$ cat config.mk
export PLATFORM = sky130hd
export DESIGN_NAME = rsdb_ctrl
export DESIGN_NICKNAME = d
export VERILOG_FILES = /design/src/rsdb_pkg.sv /design/src/rsdb_ctrl.sv
export SDC_FILE = /design/constraint.sdc
export NUM_CORES = 2
export LEC_CHECK = 0
export BUFFER_PORTS_ARGS = -buffer_cell sky130_fd_sc_hd__buf_2
export CAP_MARGIN = 20
export CORE_AREA = 2 2 420 422
export CTS_CLUSTER_SIZE = 25
export DETAILED_ROUTE_END_ITERATION = 8
export DIE_AREA = 0 0 422 424
export GPL_TIMING_DRIVEN = 1
export HOLD_SLACK_MARGIN = 0.03
export RECOVER_POWER = 50
export SLEW_MARGIN = 20
export SYNTH_ARGS = -nofsm -noshare
export SYNTH_HDL_FRONTEND = slang
export SYNTH_SLANG_ARGS = --single-unit
$ cat constraint.sdc
create_clock -name i_clk -period 22.6 [get_ports i_clk]
set_input_delay 4.52 -clock i_clk [delete_from_list [all_inputs] [get_ports i_clk]]
set_output_delay 4.52 -clock i_clk [all_outputs]
set_load 0.1 [all_outputs]
$ cat src/rsdb_pkg.sv
// Package for the RRIP replacement engine with signature bypass and set dueling.
// Holds sizes, field layouts, memory request types, state codes and hash functions.
// No dependencies.
`timescale 1ns / 1ps

package rsdb_pkg;

    localparam int NUM_SETS    = 2048;
    localparam int NUM_WAYS    = 16;
    localparam int SIG_ENTRIES = 4096;
    localparam int FILTER_BITS = 8192;
    localparam int DUEL_BITS   = 10;

    localparam int SET_W    = $clog2(NUM_SETS);
    localparam int WAY_W    = $clog2(NUM_WAYS);
    localparam int SIG_W    = $clog2(SIG_ENTRIES);
    localparam int FLT_W    = $clog2(FILTER_BITS);
    localparam int SWEEP_W  = FLT_W + 1;
    localparam int ADDR_W   = 64;
    localparam int LADDR_W  = 58;
    localparam int STRIDE_W = 59;
    localparam int RUN_W    = 8;
    localparam int RRPV_W   = 3;
    localparam int CTR_W    = 2;

    localparam int CFG_IDX_W  = 3;
    localparam int CFG_DATA_W = 8;

    localparam logic [RRPV_W-1:0] RRPV_FAR    = 3'd7;
    localparam logic [RRPV_W-1:0] RRPV_HOT    = 3'd0;
    localparam logic [RRPV_W-1:0] RRPV_STREAM = 3'd5;
    localparam logic [RRPV_W-1:0] RRPV_DEF    = 3'd6;

    localparam logic [31:0] HASH_MUL = 32'd2654435761;
    localparam logic [31:0] HASH_XOR = 32'h0000dead;

    localparam int LEAD_W      = 6;
    localparam int LEADER_SIZE = 8;

    localparam logic [DUEL_BITS-1:0] DUEL_MAX = {DUEL_BITS{1'b1}};
    localparam logic [DUEL_BITS-1:0] DUEL_MID = DUEL_MAX >> 1;

    localparam logic REQ_QUERY  = 1'b0;
    localparam logic REQ_UPDATE = 1'b1;

    typedef enum logic [CFG_IDX_W-1:0] {
        CFG_INTERVAL   = 3'd0,
        CFG_HOT        = 3'd1,
        CFG_DEAD       = 3'd2,
        CFG_RUN_MIN    = 3'd3,
        CFG_MAX_STRIDE = 3'd4
    } t_cfg_idx;

    typedef enum logic [2:0] {
        ST_CLEAR,
        ST_IDLE,
        ST_DECAY,
        ST_RD0,
        ST_RD1,
        ST_EXEC,
        ST_FIN
    } t_state;

    typedef struct packed {
        logic [RRPV_W-1:0] rrpv;
        logic [SIG_W-1:0]  sig;
        logic              reused;
    } t_line_ent;

    typedef t_line_ent [NUM_WAYS-1:0] t_line_row;

    typedef struct packed {
        logic [CTR_W-1:0] reuse;
        logic [CTR_W-1:0] dead;
    } t_cnt_ent;

    typedef struct packed {
        logic                valid;
        logic [LADDR_W-1:0]  addr;
        logic [STRIDE_W-1:0] stride;
        logic [RUN_W-1:0]    run;
    } t_str_ent;

    typedef struct packed {
        logic [SET_W-1:0] line_raddr;
        logic             line_we;
        logic [SET_W-1:0] line_waddr;
        t_line_row        line_wdata;
        logic [SIG_W-1:0] cnt_raddr_a;
        logic [SIG_W-1:0] cnt_raddr_b;
        logic             cnt_we;
        logic [SIG_W-1:0] cnt_waddr;
        t_cnt_ent         cnt_wdata;
        logic [SIG_W-1:0] str_raddr;
        logic             str_we;
        logic [SIG_W-1:0] str_waddr;
        t_str_ent         str_wdata;
        logic [FLT_W-1:0] blm_raddr_a;
        logic [FLT_W-1:0] blm_raddr_b;
        logic             blm_we;
        logic [FLT_W-1:0] blm_waddr;
        logic             blm_wdata;
    } t_mem_req;

    typedef struct packed {
        t_line_row line_rdata;
        t_cnt_ent  cnt_rdata_a;
        t_cnt_ent  cnt_rdata_b;
        t_str_ent  str_rdata;
        logic      blm_rdata_a;
        logic      blm_rdata_b;
    } t_mem_rsp;

    function automatic logic [FLT_W-1:0] hash_a(input logic [SIG_W-1:0] sig);
        logic [31:0] p;
        p = 32'(sig) * HASH_MUL;
        return p[FLT_W-1:0];
    endfunction

    function automatic logic [FLT_W-1:0] hash_b(input logic [SIG_W-1:0] sig);
        logic [31:0] p;
        p = (32'(sig) ^ HASH_XOR) * HASH_MUL;
        return p[FLT_W-1:0];
    endfunction

endpackage

$ cat src/rsdb_ctrl.sv
// Sequencer and datapath of the replacement engine: handshakes, configuration,
// clearing and decay sweeps, and the read-modify-write of every item.
// Depends on rsdb_pkg; drives the memories in rsdb_store.
`timescale 1ns / 1ps

module rsdb_ctrl import rsdb_pkg::*; (
    input  logic                  i_clk,
    input  logic                  i_rst_n,
    input  logic                  i_in_valid,
    output logic                  o_in_stall,
    input  logic                  i_req_type,
    input  logic [SET_W-1:0]      i_set_index,
    input  logic [WAY_W-1:0]      i_way_index,
    input  logic [ADDR_W-1:0]     i_phys_addr,
    input  logic [ADDR_W-1:0]     i_prog_counter,
    input  logic                  i_was_hit,
    input  logic                  i_cfg_we,
    input  logic [CFG_IDX_W-1:0]  i_cfg_index,
    input  logic [CFG_DATA_W-1:0] i_cfg_data,
    output logic                  o_out_valid,
    input  logic                  i_out_stall,
    output logic [WAY_W-1:0]      o_victim_way,
    output logic [RRPV_W-1:0]     o_inserted_rrpv,
    output logic                  o_bypassed,
    output t_mem_req              o_mem_req,
    input  t_mem_rsp              i_mem_rsp
);

    t_state               r_state, n_state;
    logic [SWEEP_W-1:0]   r_sweep, n_sweep;
    logic [5:0]           r_cfg_k;
    logic [CTR_W-1:0]     r_hot_thr;
    logic [CTR_W-1:0]     r_dead_thr;
    logic [RUN_W-1:0]     r_run_min;
    logic [7:0]           r_max_stride;
    logic [31:0]          r_access;
    logic [DUEL_BITS-1:0] r_duel;

    logic                 r_req;
    logic [SET_W-1:0]     r_set;
    logic [WAY_W-1:0]     r_way;
    logic [LADDR_W-1:0]   r_laddr;
    logic [SIG_W-1:0]     r_sig;
    logic                 r_hit;
    logic                 r_lead_a;
    logic                 r_lead_b;
    logic [FLT_W-1:0]     r_sig_ha;
    logic [FLT_W-1:0]     r_sig_hb;
    t_line_ent            r_old;
    logic [FLT_W-1:0]     r_old_ha;
    logic [FLT_W-1:0]     r_old_hb;
    logic [WAY_W-1:0]     r_res_victim;
    logic [RRPV_W-1:0]    r_res_rrpv;
    logic                 r_res_byp;
    logic                 r_blm2_we;
    logic [FLT_W-1:0]     r_blm2_addr;
    logic                 r_out_valid;
    logic [WAY_W-1:0]     r_out_victim;
    logic [RRPV_W-1:0]    r_out_rrpv;
    logic                 r_out_byp;

    logic                 w_accept;
    logic                 w_out_free;
    logic [31:0]          w_cnt_next;
    logic [5:0]           w_k;
    logic [32:0]          w_mask;
    logic                 w_decay;
    logic [LEAD_W-1:0]    w_lead;
    logic                 w_lead_a;
    logic                 w_lead_b;
    logic [SIG_W-1:0]     w_pc_sig;
    t_line_row            w_row;
    t_line_ent            w_live;
    t_line_row            w_clear_row;

    logic [7:0]           w_has;
    logic [RRPV_W-1:0]    w_maxv;
    logic [WAY_W-1:0]     w_pick;
    t_line_row            w_aged_row;

    logic                 w_train;
    t_cnt_ent             w_cnt_old;
    t_cnt_ent             w_cnt_sig;
    logic                 w_bloom_a;
    logic                 w_bloom_b;
    t_str_ent             w_str_old;
    t_str_ent             w_str_new;
    logic [STRIDE_W-1:0]  w_st;
    logic [STRIDE_W-1:0]  w_inv;
    logic                 w_small;
    logic                 w_stream;
    logic                 w_policy;
    logic                 w_dead;
    logic [RRPV_W-1:0]    w_rrpv;
    logic                 w_byp;
    t_line_row            w_upd_row;

    assign w_accept   = i_in_valid && (r_state == ST_IDLE);
    assign w_out_free = !r_out_valid || !i_out_stall;
    assign o_in_stall = (r_state != ST_IDLE);

    assign w_cnt_next = r_access + 32'd1;
    assign w_k        = (r_cfg_k == 6'd0) ? 6'd1 : ((r_cfg_k > 6'd32) ? 6'd32 : r_cfg_k);
    assign w_mask     = (33'd1 << w_k) - 33'd1;
    assign w_decay    = ((w_cnt_next & w_mask[31:0]) == 32'd0);
    assign w_lead     = i_set_index[LEAD_W-1:0];
    assign w_lead_a   = (w_lead < LEAD_W'(LEADER_SIZE));
    assign w_lead_b   = !w_lead_a && (w_lead < LEAD_W'(2 * LEADER_SIZE));
    assign w_pc_sig   = i_prog_counter[2 +: SIG_W] ^ i_prog_counter[12 +: SIG_W];

    assign w_row  = i_mem_rsp.line_rdata;
    assign w_live = w_row[r_way];

    always_comb begin
        for (int w = 0; w < NUM_WAYS; w++) begin
            w_clear_row[w] = '{rrpv: RRPV_FAR, sig: '0, reused: 1'b0};
        end
    end

    // Victim search and aging over the set.
    always_comb begin
        w_has  = '0;
        w_maxv = '0;
        w_pick = '0;
        for (int w = 0; w < NUM_WAYS; w++) begin
            w_has[w_row[w].rrpv] = 1'b1;
        end
        for (int v = 0; v < 8; v++) begin
            if (w_has[v]) begin
                w_maxv = RRPV_W'(v);
            end
        end
        for (int w = NUM_WAYS - 1; w >= 0; w--) begin
            if (w_row[w].rrpv == w_maxv) begin
                w_pick = WAY_W'(w);
            end
        end
        w_aged_row = w_row;
        for (int w = 0; w < NUM_WAYS; w++) begin
            w_aged_row[w].rrpv = w_row[w].rrpv + (RRPV_FAR - w_maxv);
        end
    end

    // Training, stride tracking and insertion choice for an update.
    always_comb begin
        w_train   = !r_old.reused;
        w_cnt_old = i_mem_rsp.cnt_rdata_a;
        if (r_hit) begin
            if (w_cnt_old.reuse != 2'd3) begin
                w_cnt_old.reuse = w_cnt_old.reuse + 2'd1;
            end
            w_cnt_old.dead = '0;
        end else begin
            if (w_cnt_old.dead != 2'd3) begin
                w_cnt_old.dead = w_cnt_old.dead + 2'd1;
            end
            if (w_cnt_old.reuse != 2'd0) begin
                w_cnt_old.reuse = w_cnt_old.reuse - 2'd1;
            end
        end
        w_cnt_sig = (w_train && (r_old.sig == r_sig)) ? w_cnt_old : i_mem_rsp.cnt_rdata_b;
        w_bloom_a = i_mem_rsp.blm_rdata_a ||
                    (w_train && ((r_sig_ha == r_old_ha) || (r_sig_ha == r_old_hb)));
        w_bloom_b = i_mem_rsp.blm_rdata_b ||
                    (w_train && ((r_sig_hb == r_old_ha) || (r_sig_hb == r_old_hb)));

        w_str_old = i_mem_rsp.str_rdata;
        w_st      = {1'b0, r_laddr} - {1'b0, w_str_old.addr};
        w_str_new = w_str_old;
        if (w_str_old.valid) begin
            if (w_st == w_str_old.stride) begin
                w_str_new.run = w_str_old.run + 8'd1;
            end else begin
                w_str_new.stride = w_st;
                w_str_new.run    = 8'd1;
            end
        end else begin
            w_str_new.stride = '0;
            w_str_new.run    = 8'd1;
        end
        w_str_new.addr  = r_laddr;
        w_str_new.valid = 1'b1;

        w_inv = ~w_str_new.stride;
        if (!w_str_new.stride[STRIDE_W-1]) begin
            w_small = (w_str_new.stride[STRIDE_W-2:8] == '0) &&
                      (w_str_new.stride[7:0] <= r_max_stride);
        end else begin
            w_small = (w_inv[STRIDE_W-2:8] == '0) && (w_inv[7:0] < r_max_stride);
        end
        w_stream = w_str_old.valid && (w_str_new.run >= r_run_min) && w_small;

        if (r_lead_a) begin
            w_policy = 1'b1;
        end else if (r_lead_b) begin
            w_policy = 1'b0;
        end else begin
            w_policy = (r_duel > DUEL_MID);
        end
        w_dead = (w_bloom_a && w_bloom_b) || (w_cnt_sig.dead >= r_dead_thr);

        w_byp = 1'b0;
        if (r_hit) begin
            w_rrpv = RRPV_HOT;
        end else if (w_dead) begin
            w_rrpv = RRPV_FAR;
            w_byp  = 1'b1;
        end else if (w_policy && (w_cnt_sig.reuse >= r_hot_thr)) begin
            w_rrpv = RRPV_HOT;
        end else if (w_policy && w_stream) begin
            w_rrpv = RRPV_STREAM;
        end else begin
            w_rrpv = RRPV_DEF;
        end

        w_upd_row = w_row;
        if (r_hit) begin
            w_upd_row[r_way] = '{rrpv: RRPV_HOT, sig: r_old.sig, reused: 1'b1};
        end else begin
            w_upd_row[r_way] = '{rrpv: w_rrpv, sig: r_sig, reused: 1'b0};
        end
    end

    always_comb begin
        n_state = r_state;
        n_sweep = r_sweep;
        o_mem_req = '0;
        o_mem_req.line_raddr  = r_set;
        o_mem_req.str_raddr   = r_sig;
        o_mem_req.cnt_raddr_a = w_live.sig;
        o_mem_req.cnt_raddr_b = r_sig;
        o_mem_req.blm_raddr_a = r_sig_ha;
        o_mem_req.blm_raddr_b = r_sig_hb;
        unique case (r_state)
            ST_CLEAR: begin
                o_mem_req.line_we    = (r_sweep < SWEEP_W'(NUM_SETS));
                o_mem_req.line_waddr = r_sweep[SET_W-1:0];
                o_mem_req.line_wdata = w_clear_row;
                o_mem_req.cnt_we     = (r_sweep < SWEEP_W'(SIG_ENTRIES));
                o_mem_req.cnt_waddr  = r_sweep[SIG_W-1:0];
                o_mem_req.cnt_wdata  = '{reuse: 2'd1, dead: 2'd0};
                o_mem_req.str_we     = (r_sweep < SWEEP_W'(SIG_ENTRIES));
                o_mem_req.str_waddr  = r_sweep[SIG_W-1:0];
                o_mem_req.blm_we     = 1'b1;
                o_mem_req.blm_waddr  = r_sweep[FLT_W-1:0];
                n_sweep = r_sweep + SWEEP_W'(1);
                if (r_sweep == SWEEP_W'(FILTER_BITS - 1)) begin
                    n_sweep = '0;
                    n_state = ST_IDLE;
                end
            end
            ST_IDLE: begin
                if (w_accept) begin
                    n_sweep = '0;
                    if (i_req_type == REQ_UPDATE && w_decay) begin
                        n_state = ST_DECAY;
                    end else begin
                        n_state = ST_RD0;
                    end
                end
            end
            ST_DECAY: begin
                o_mem_req.cnt_raddr_a = r_sweep[SIG_W-1:0];
                o_mem_req.blm_we      = (r_sweep < SWEEP_W'(FILTER_BITS));
                o_mem_req.blm_waddr   = r_sweep[FLT_W-1:0];
                o_mem_req.cnt_we      = (r_sweep != '0) && (r_sweep <= SWEEP_W'(SIG_ENTRIES));
                o_mem_req.cnt_waddr   = SIG_W'(r_sweep - SWEEP_W'(1));
                o_mem_req.cnt_wdata   = '{reuse: i_mem_rsp.cnt_rdata_a.reuse >> 1, dead: 2'd0};
                n_sweep = r_sweep + SWEEP_W'(1);
                if (r_sweep == SWEEP_W'(FILTER_BITS)) begin
                    n_sweep = '0;
                    n_state = ST_RD0;
                end
            end
            ST_RD0: begin
                n_state = ST_RD1;
            end
            ST_RD1: begin
                n_state = ST_EXEC;
            end
            ST_EXEC: begin
                o_mem_req.line_we    = 1'b1;
                o_mem_req.line_waddr = r_set;
                if (r_req == REQ_QUERY) begin
                    o_mem_req.line_wdata = w_aged_row;
                end else begin
                    o_mem_req.line_wdata = w_upd_row;
                    o_mem_req.cnt_we     = w_train;
                    o_mem_req.cnt_waddr  = r_old.sig;
                    o_mem_req.cnt_wdata  = w_cnt_old;
                    o_mem_req.str_we     = !r_hit;
                    o_mem_req.str_waddr  = r_sig;
                    o_mem_req.str_wdata  = w_str_new;
                    o_mem_req.blm_we     = !r_hit && w_train;
                    o_mem_req.blm_waddr  = r_old_ha;
                    o_mem_req.blm_wdata  = 1'b1;
                end
                n_state = ST_FIN;
            end
            ST_FIN: begin
                o_mem_req.blm_we    = r_blm2_we;
                o_mem_req.blm_waddr = r_blm2_addr;
                o_mem_req.blm_wdata = 1'b1;
                if (w_out_free) begin
                    n_state = ST_IDLE;
                end
            end
            default: begin
                n_state = ST_IDLE;
            end
        endcase
    end

    always_ff @(posedge i_clk) begin
        if (!i_rst_n) begin
            r_state      <= ST_CLEAR;
            r_sweep      <= '0;
            r_cfg_k      <= 6'd20;
            r_hot_thr    <= 2'd2;
            r_dead_thr   <= 2'd3;
            r_run_min    <= 8'd2;
            r_max_stride <= 8'd8;
            r_access     <= '0;
            r_duel       <= DUEL_MID;
            r_out_valid  <= 1'b0;
        end else begin
            r_state <= n_state;
            r_sweep <= n_sweep;
            if (i_cfg_we) begin
                unique case (i_cfg_index)
                    CFG_INTERVAL:   r_cfg_k      <= i_cfg_data[5:0];
                    CFG_HOT:        r_hot_thr    <= i_cfg_data[CTR_W-1:0];
                    CFG_DEAD:       r_dead_thr   <= i_cfg_data[CTR_W-1:0];
                    CFG_RUN_MIN:    r_run_min    <= i_cfg_data;
                    CFG_MAX_STRIDE: r_max_stride <= i_cfg_data;
                    default: ;
                endcase
            end
            if (w_accept && i_req_type == REQ_UPDATE) begin
                r_access <= w_cnt_next;
                if (w_lead_a) begin
                    if (i_was_hit && r_duel != DUEL_MAX) begin
                        r_duel <= r_duel + DUEL_BITS'(1);
                    end else if (!i_was_hit && r_duel != '0) begin
                        r_duel <= r_duel - DUEL_BITS'(1);
                    end
                end else if (w_lead_b) begin
                    if (!i_was_hit && r_duel != DUEL_MAX) begin
                        r_duel <= r_duel + DUEL_BITS'(1);
                    end else if (i_was_hit && r_duel != '0) begin
                        r_duel <= r_duel - DUEL_BITS'(1);
                    end
                end
            end
            if (r_state == ST_FIN && w_out_free) begin
                r_out_valid <= 1'b1;
            end else if (!i_out_stall) begin
                r_out_valid <= 1'b0;
            end
        end
    end

    always_ff @(posedge i_clk) begin
        if (w_accept) begin
            r_req    <= i_req_type;
            r_set    <= i_set_index;
            r_way    <= i_way_index;
            r_laddr  <= i_phys_addr[ADDR_W-1:ADDR_W-LADDR_W];
            r_sig    <= w_pc_sig;
            r_hit    <= i_was_hit;
            r_lead_a <= w_lead_a;
            r_lead_b <= w_lead_b;
            r_sig_ha <= hash_a(w_pc_sig);
            r_sig_hb <= hash_b(w_pc_sig);
        end
        if (r_state == ST_RD1) begin
            r_old    <= w_live;
            r_old_ha <= hash_a(w_live.sig);
            r_old_hb <= hash_b(w_live.sig);
        end
        if (r_state == ST_EXEC) begin
            if (r_req == REQ_QUERY) begin
                r_res_victim <= w_pick;
                r_res_rrpv   <= '0;
                r_res_byp    <= 1'b0;
                r_blm2_we    <= 1'b0;
            end else begin
                r_res_victim <= '0;
                r_res_rrpv   <= w_rrpv;
                r_res_byp    <= w_byp;
                r_blm2_we    <= !r_hit && w_train;
            end
            r_blm2_addr <= r_old_hb;
        end
        if (r_state == ST_FIN && w_out_free) begin
            r_out_victim <= r_res_victim;
            r_out_rrpv   <= r_res_rrpv;
            r_out_byp    <= r_res_byp;
        end
    end

    assign o_out_valid     = r_out_valid;
    assign o_victim_way    = r_out_victim;
    assign o_inserted_rrpv = r_out_rrpv;
    assign o_bypassed      = r_out_byp;

endmodule

# --- Word-level counts from Yosys, hierarchy flattened ---
# Index checks and enable logic that the tools add are counted.
op_classes:
  addsub: 28
  multipliers: 4
  magnitude_cmp: 47
  eq_ne: 44
  shift: 1
  muxes: 108
  bitwise_logic: 21
  n_reduce_logical: 75
ops:
  columns: ["op", "n"]
  rows:
  - ["$pmux 268 s2", 1]
  - ["$bwmux 256", 2]
  - ["$mux 256", 2]
  - ["$mux 139", 1]
  - ["$mux 126", 1]
  - ["$or 8x8->8", 15]
  - ["$logic_not 50->1", 2]
  - ["$mux 67", 1]
  - ["$bmux 16 s4", 1]
  - ["$demux 16 s4", 1]
  - ["$lt 3x4->1 const B", 16]
  - ["$mul 12x32->13 const B", 2]
  - ["$mul 16x32->13 const B", 2]
  - ["$mux 10", 6]
  - ["$eq 59x59->1", 1]
  - ["$mux 59", 1]
  - ["$sub 58x58->59", 1]
  - ["$not 58->58", 1]
  - ["$pmux 14 s4", 1]
  - ["$eq 13x13->1", 4]
  - ["$mux 3", 17]
  - ["$pmux 17 s3", 1]
  - ["$add 3x3->3", 16]
  - ["$demux 1 s3", 16]
  - ["72 further kinds", 216]
word_totals:
  ff_bits: 270
  out_inout_bits: 522
  word_cells: 363

# --- Depth between registers and ports, before layout ---
depth:
  word_depth: 42
  mapped_depth: 34
  ltp_nobuf: 30

# --- Least setup slack after synthesis ---
# OpenSTA, ideal clock, no wires.
synth_timing:
  path_type: "input to output"
  from: "in i_mem_rsp[69] (netlist name)"
  to: "out o_mem_req[487] (netlist name)"
  arrival_ns: 11.274
  required_ns: 18.080
  setup_slack_ns: 6.806
  path_stages: 30
  path_buffers: 2
  cell_sequence: "ha_1 fa_1 nand2b_1 a21o_4 a2111oi_4 o211ai_2 a211o_1 a21oi_2 nor2_1 or4b_4 nor4_1 and3_1 nand2_1 clkbuf_1 nor2_1 ha_1 a21o_1 a21o_1 a21o_1 a21oi_1 nor2b_1 o211ai_1 a211oi_1 nand4_1 nor4_1 nand4_1 o32a_1 buf_6 nand2_1 a32oi_1"
synth_lines:
  columns: ["item", "line_no", "text"]
  rows:
  - ["start, declared", "rsdb_ctrl.sv:26", "input t_mem_rsp i_mem_rsp"]
  - ["end, declared", "rsdb_ctrl.sv:25", "output t_mem_req o_mem_req,"]

==> flow_metrics.py <==
metrics = {
    "grt": {
        "grt_start_max_net_pins": 87,
        "antenna_found_initial": 40,
        "grtUsageTotal_pct": 25.9,
        "grt_pass1_wl_um": 323000,
        "grt_overflow": 0,
        "grt_pass1_vias": 38100,
    },
    "synthesis": {
        "synth-compound-area-share_pct": 19.6,
        "ys_warn_count": 0,
        "synth_xor_area_share_pct": 9.09,
        "ys.flop_type": "edfxtp_1",
        "yosysUniqueCellTypes": 101,
        "syn_avg_cell_area_um2": 7.84,
        "synth_fa_ha_area_share_pct": 14.0,
        "synth_top_area_share_pct": 15.3,
        "async_flop_share_pct": 0,
        "ys_seq_area_share_pct": 20.3,
        "yosys-mux-area-fraction_pct": 5.99,
        "synth_edf_count": 174,
        "synthSimpleGateAreaFrac_pct": 23.9,
        "ys_seq_elements": 260,
        "synth_nets": 5253,
        "yosysTopAreaCell": "edfxtp_1",
        "post_synth_main_area_contributors": "edfxtp_1, ha_1, nor2_1, dfxtp_1, a211oi_1",
        "syn_area_um2": 34200,
        "synthCells": 4357,
        "synth_top_family_by_area": "simple AND/OR/NAND/NOR gates",
    },
    "pwr": {
        "p_switching_uw": 1600,
        "clockPowerShare_pct": 18.4,
        "max-vdd-ir-drop_uv": 69.2,
        "intPower_uw": 1530,
        "power_density_nw_per_um2": 73.3,
        "switching_share_pct": 51.1,
        "seqPwrFrac_pct": 19.9,
        "combinationalPowerShare_pct": 61.7,
        "leakagePower_uw": 0.0185,
    },
    "critical_path": {
        "path_max_fanout": 16,
        "critPathRequiredTime_ns": 18.08,
        "path_class": "input port to output pin",
        "crit_path_max_incr_delay_ns": 0.81,
        "crit_start": "i_mem_rsp[103]",
        "r2r_start": "r_laddr[34]",
        "arrival_ns": 13.95,
        "cp-start-kind": "input port",
        "cpMostUsedCell": "a21oi_1",
        "end_kind": "output pin",
        "critPathSlowestCell": "nor3_1",
    },
    "timing": {
        "worst_pin_slew_ns": 4.29,
        "fmax_ghz": 0.0541,
        "rsz0062_at_grt": "no",
        "tns_ns": 0,
        "setup_viol": 0,
        "finClkSkew_ns": 0.0463,
        "maxSlewViolCount": 480,
        "slew_headroom_pct": -186,
        "layout_min_cycle_time_ns": 18.47,
        "fin_crit_sh_pct": 81.7,
        "hold_violations": 0,
    },
    "clock_tree": {
        "clk_pin_slew_ns": 0.06,
        "tritoncts": "yes",
        "cts_hold_buf": 0,
        "cts-root-buf": "clkbuf_16",
        "htreeDepth": 2,
        "numClockSinks": 260,
        "ctsResizeCount": 0,
        "post_cts_buffers": 0,
        "cts_made_buffers": 34,
        "cts_buffer_depth": 3,
        "clkLatencyLatePin_ns": 0.63,
    },
    "placement": {
        "port_buffers": 1026,
        "gp_congestion": 0.998,
        "dp_cells": 7482,
        "dp.final_hpwl_um": 204000,
        "placed_area_um2": 41700,
    },
    "floorplanning": {
        "row_count": 154,
        "core-area_um2": 175000,
        "dieArea_um2": 179000,
        "start_util_pct": 19.5,
        "die_y_um": 424,
        "num_io_pins": 1075,
        "die_x_um": 422,
    },
    "routing": {
        "via_count": 39200,
        "drt_pass1_iterations": 6,
        "totalWireLength_um": 243000,
        "wl_per_cell_um": 32.1,
        "via_per_inst": 5.18,
        "drtIter0Drc": 3056,
        "drcViolationCount": 0,
        "ant_nets": 0,
    },
    "worst_hold_path": {
        "hold_path.startpoint": "r_res_rrpv[2]",
        "holdCritPathClass": "flip-flop to flip-flop",
    },
    "finish": {
        "design_area_um2": 42700,
        "stdcell_count": 7575,
        "area.growth.synth_to_final_pct": 25.1,
        "layout-drive-gt1-share_pct": 23.5,
        "fin_nets": 6074,
    },
    "outcome": {
        "failed_checks": "capacitance limit, slew limit",
        "status": "finished with violations",
    },
    "job": {
        "cap_violations": 14,
    },
}
==> logic make-up after synthesis <==
| group | Yosys count |
|---|---|
| AOI/OAI and AO/OA | 1014 |
| muxes | 121 |
| other | 1 |
| adders and majority gates | 345 |
| and+or+nand+nor | 1676 |
| DFF | 260 |
| xor gates and xnor gates | 334 |
| buffers and inverters | 606 |
==> synthesized netlist by cell type (56+ instances only) <==
| cell | number |
|---|---|
| nor2_1 | 549 |
| nand2_1 | 377 |
| ha_1 | 280 |
| inv_1 | 271 |
| clkbuf_1 | 253 |
| a21oi_1 | 240 |
| a211oi_1 | 208 |
| o21ai_0 | 208 |
| xnor2_1 | 178 |
| edfxtp_1 | 174 |
| xor2_1 | 143 |
| nand3_1 | 114 |
| and3_1 | 110 |
| nand4_1 | 92 |
| nor3_1 | 91 |
| dfxtp_1 | 86 |
| mux4_2 | 65 |
| fa_1 | 63 |
| nor4_1 | 56 |
==> critical path: cells and delay by family <==
family,cells,cell delay (ns)
AOI/OAI and AO/OA,14,4.01
adders and majority gates,2,0.72
buffers and inverters,4,0.89
and+or+nand+nor,11,3.71
==> final timing paths <==
| check | to | slack [ns] | depth (start not counted) |
|---|---|---|---|
| max reg2reg | r_res_rrpv[1] | 13.37 | 26 |
| min reg2reg | o_inserted_rrpv[2] | 0.42 | 0 |
| max | o_mem_req[486] | 4.13 | 31 |
| min | o_inserted_rrpv[2] | 0.42 | 0 |
==> per-stage QoR <==
| step | total power (uW) | utilization (%) | worst slack [ns] | hold WS [ns] |
|---|---|---|---|---|
| 2_1_floorplan | 1960 | - | 6.81 | 0.400 |
| 3_3_place_gp | 2540 | 23.8 | 4.13 | 0.407 |
| 3_5_place_dp | 2550 | 23.8 | 4.14 | 0.405 |
| 4_1_cts | 3150 | 24.5 | 4.14 | 0.419 |
| 5_1_grt | 3320 | 24.4 | 3.90 | 0.434 |
| 6_report | 3130 | 24.4 | 4.13 | 0.417 |
==> sequential cells by signal, summed over array words and instances (netlist names), 8 cells and up <==
register	cells
r_set	11
r_blm2_addr	13
r_duel	10
r_old_ha	9
r_old_hb	12
r_sweep	14
r_run_min	8
r_sig_hb	12
r_access	32
r_sig	12
r_max_stride	8
r_old	13
r_sig_ha	9
r_laddr	58
==> power by group through the flow <==
stage / combinational [uW] / sequential (uW) / clock, uW
after global placement: 1910 / 631 / 0
after floorplan: 1290 / 671 / 0
after CTS: 1940 / 621 / 594
after global routing: 2080 / 625 / 612
final: 1930 / 623 / 577
after detailed placement: 1920 / 631 / 0
==> cells in the final DEF (no fill, tap or decap), types with 143 or more instances in the layout <==
cell	netlist	final
inv_1	271	269
edfxtp_1	174	174
o21ai_0	208	208
nand2_1	377	376
buf_2	39	923
xor2_1	143	143
nor2_1	549	540
a211oi_1	208	207
a21oi_1	240	240
xnor2_1	178	178
ha_1	280	280
==> layer usage <==
| metal | vias to the layer above | routed length (um) | part of all wire [%] | GRT usage [%] |
|---|---|---|---|---|
| met5 | - | 153 | 0.063 | 0 |
| met4 | 24 | 25600 | 11 | 22.8 |
| met3 | 571 | 13100 | 5.4 | 3.66 |
| met2 | 1986 | 123000 | 50 | 46.5 |
| met1 | 19300 | 81600 | 34 | 26.2 |
| li1 | 17300 | - | - | - |
==> area by class of cell <==
cell class	instances	area (um2)
Tap cell	2340	2930
Clock buffer	43	968
Inverter	271	1020
Clock inverter	19	186
Fill cell	19700	132000
Sequential cell	260	6950
Multi-Input combinational cell	3491	24900
Timing Repair Buffer	1120	5670
Antenna cell	31	77.6
Power figures use the tool's default switching activity.
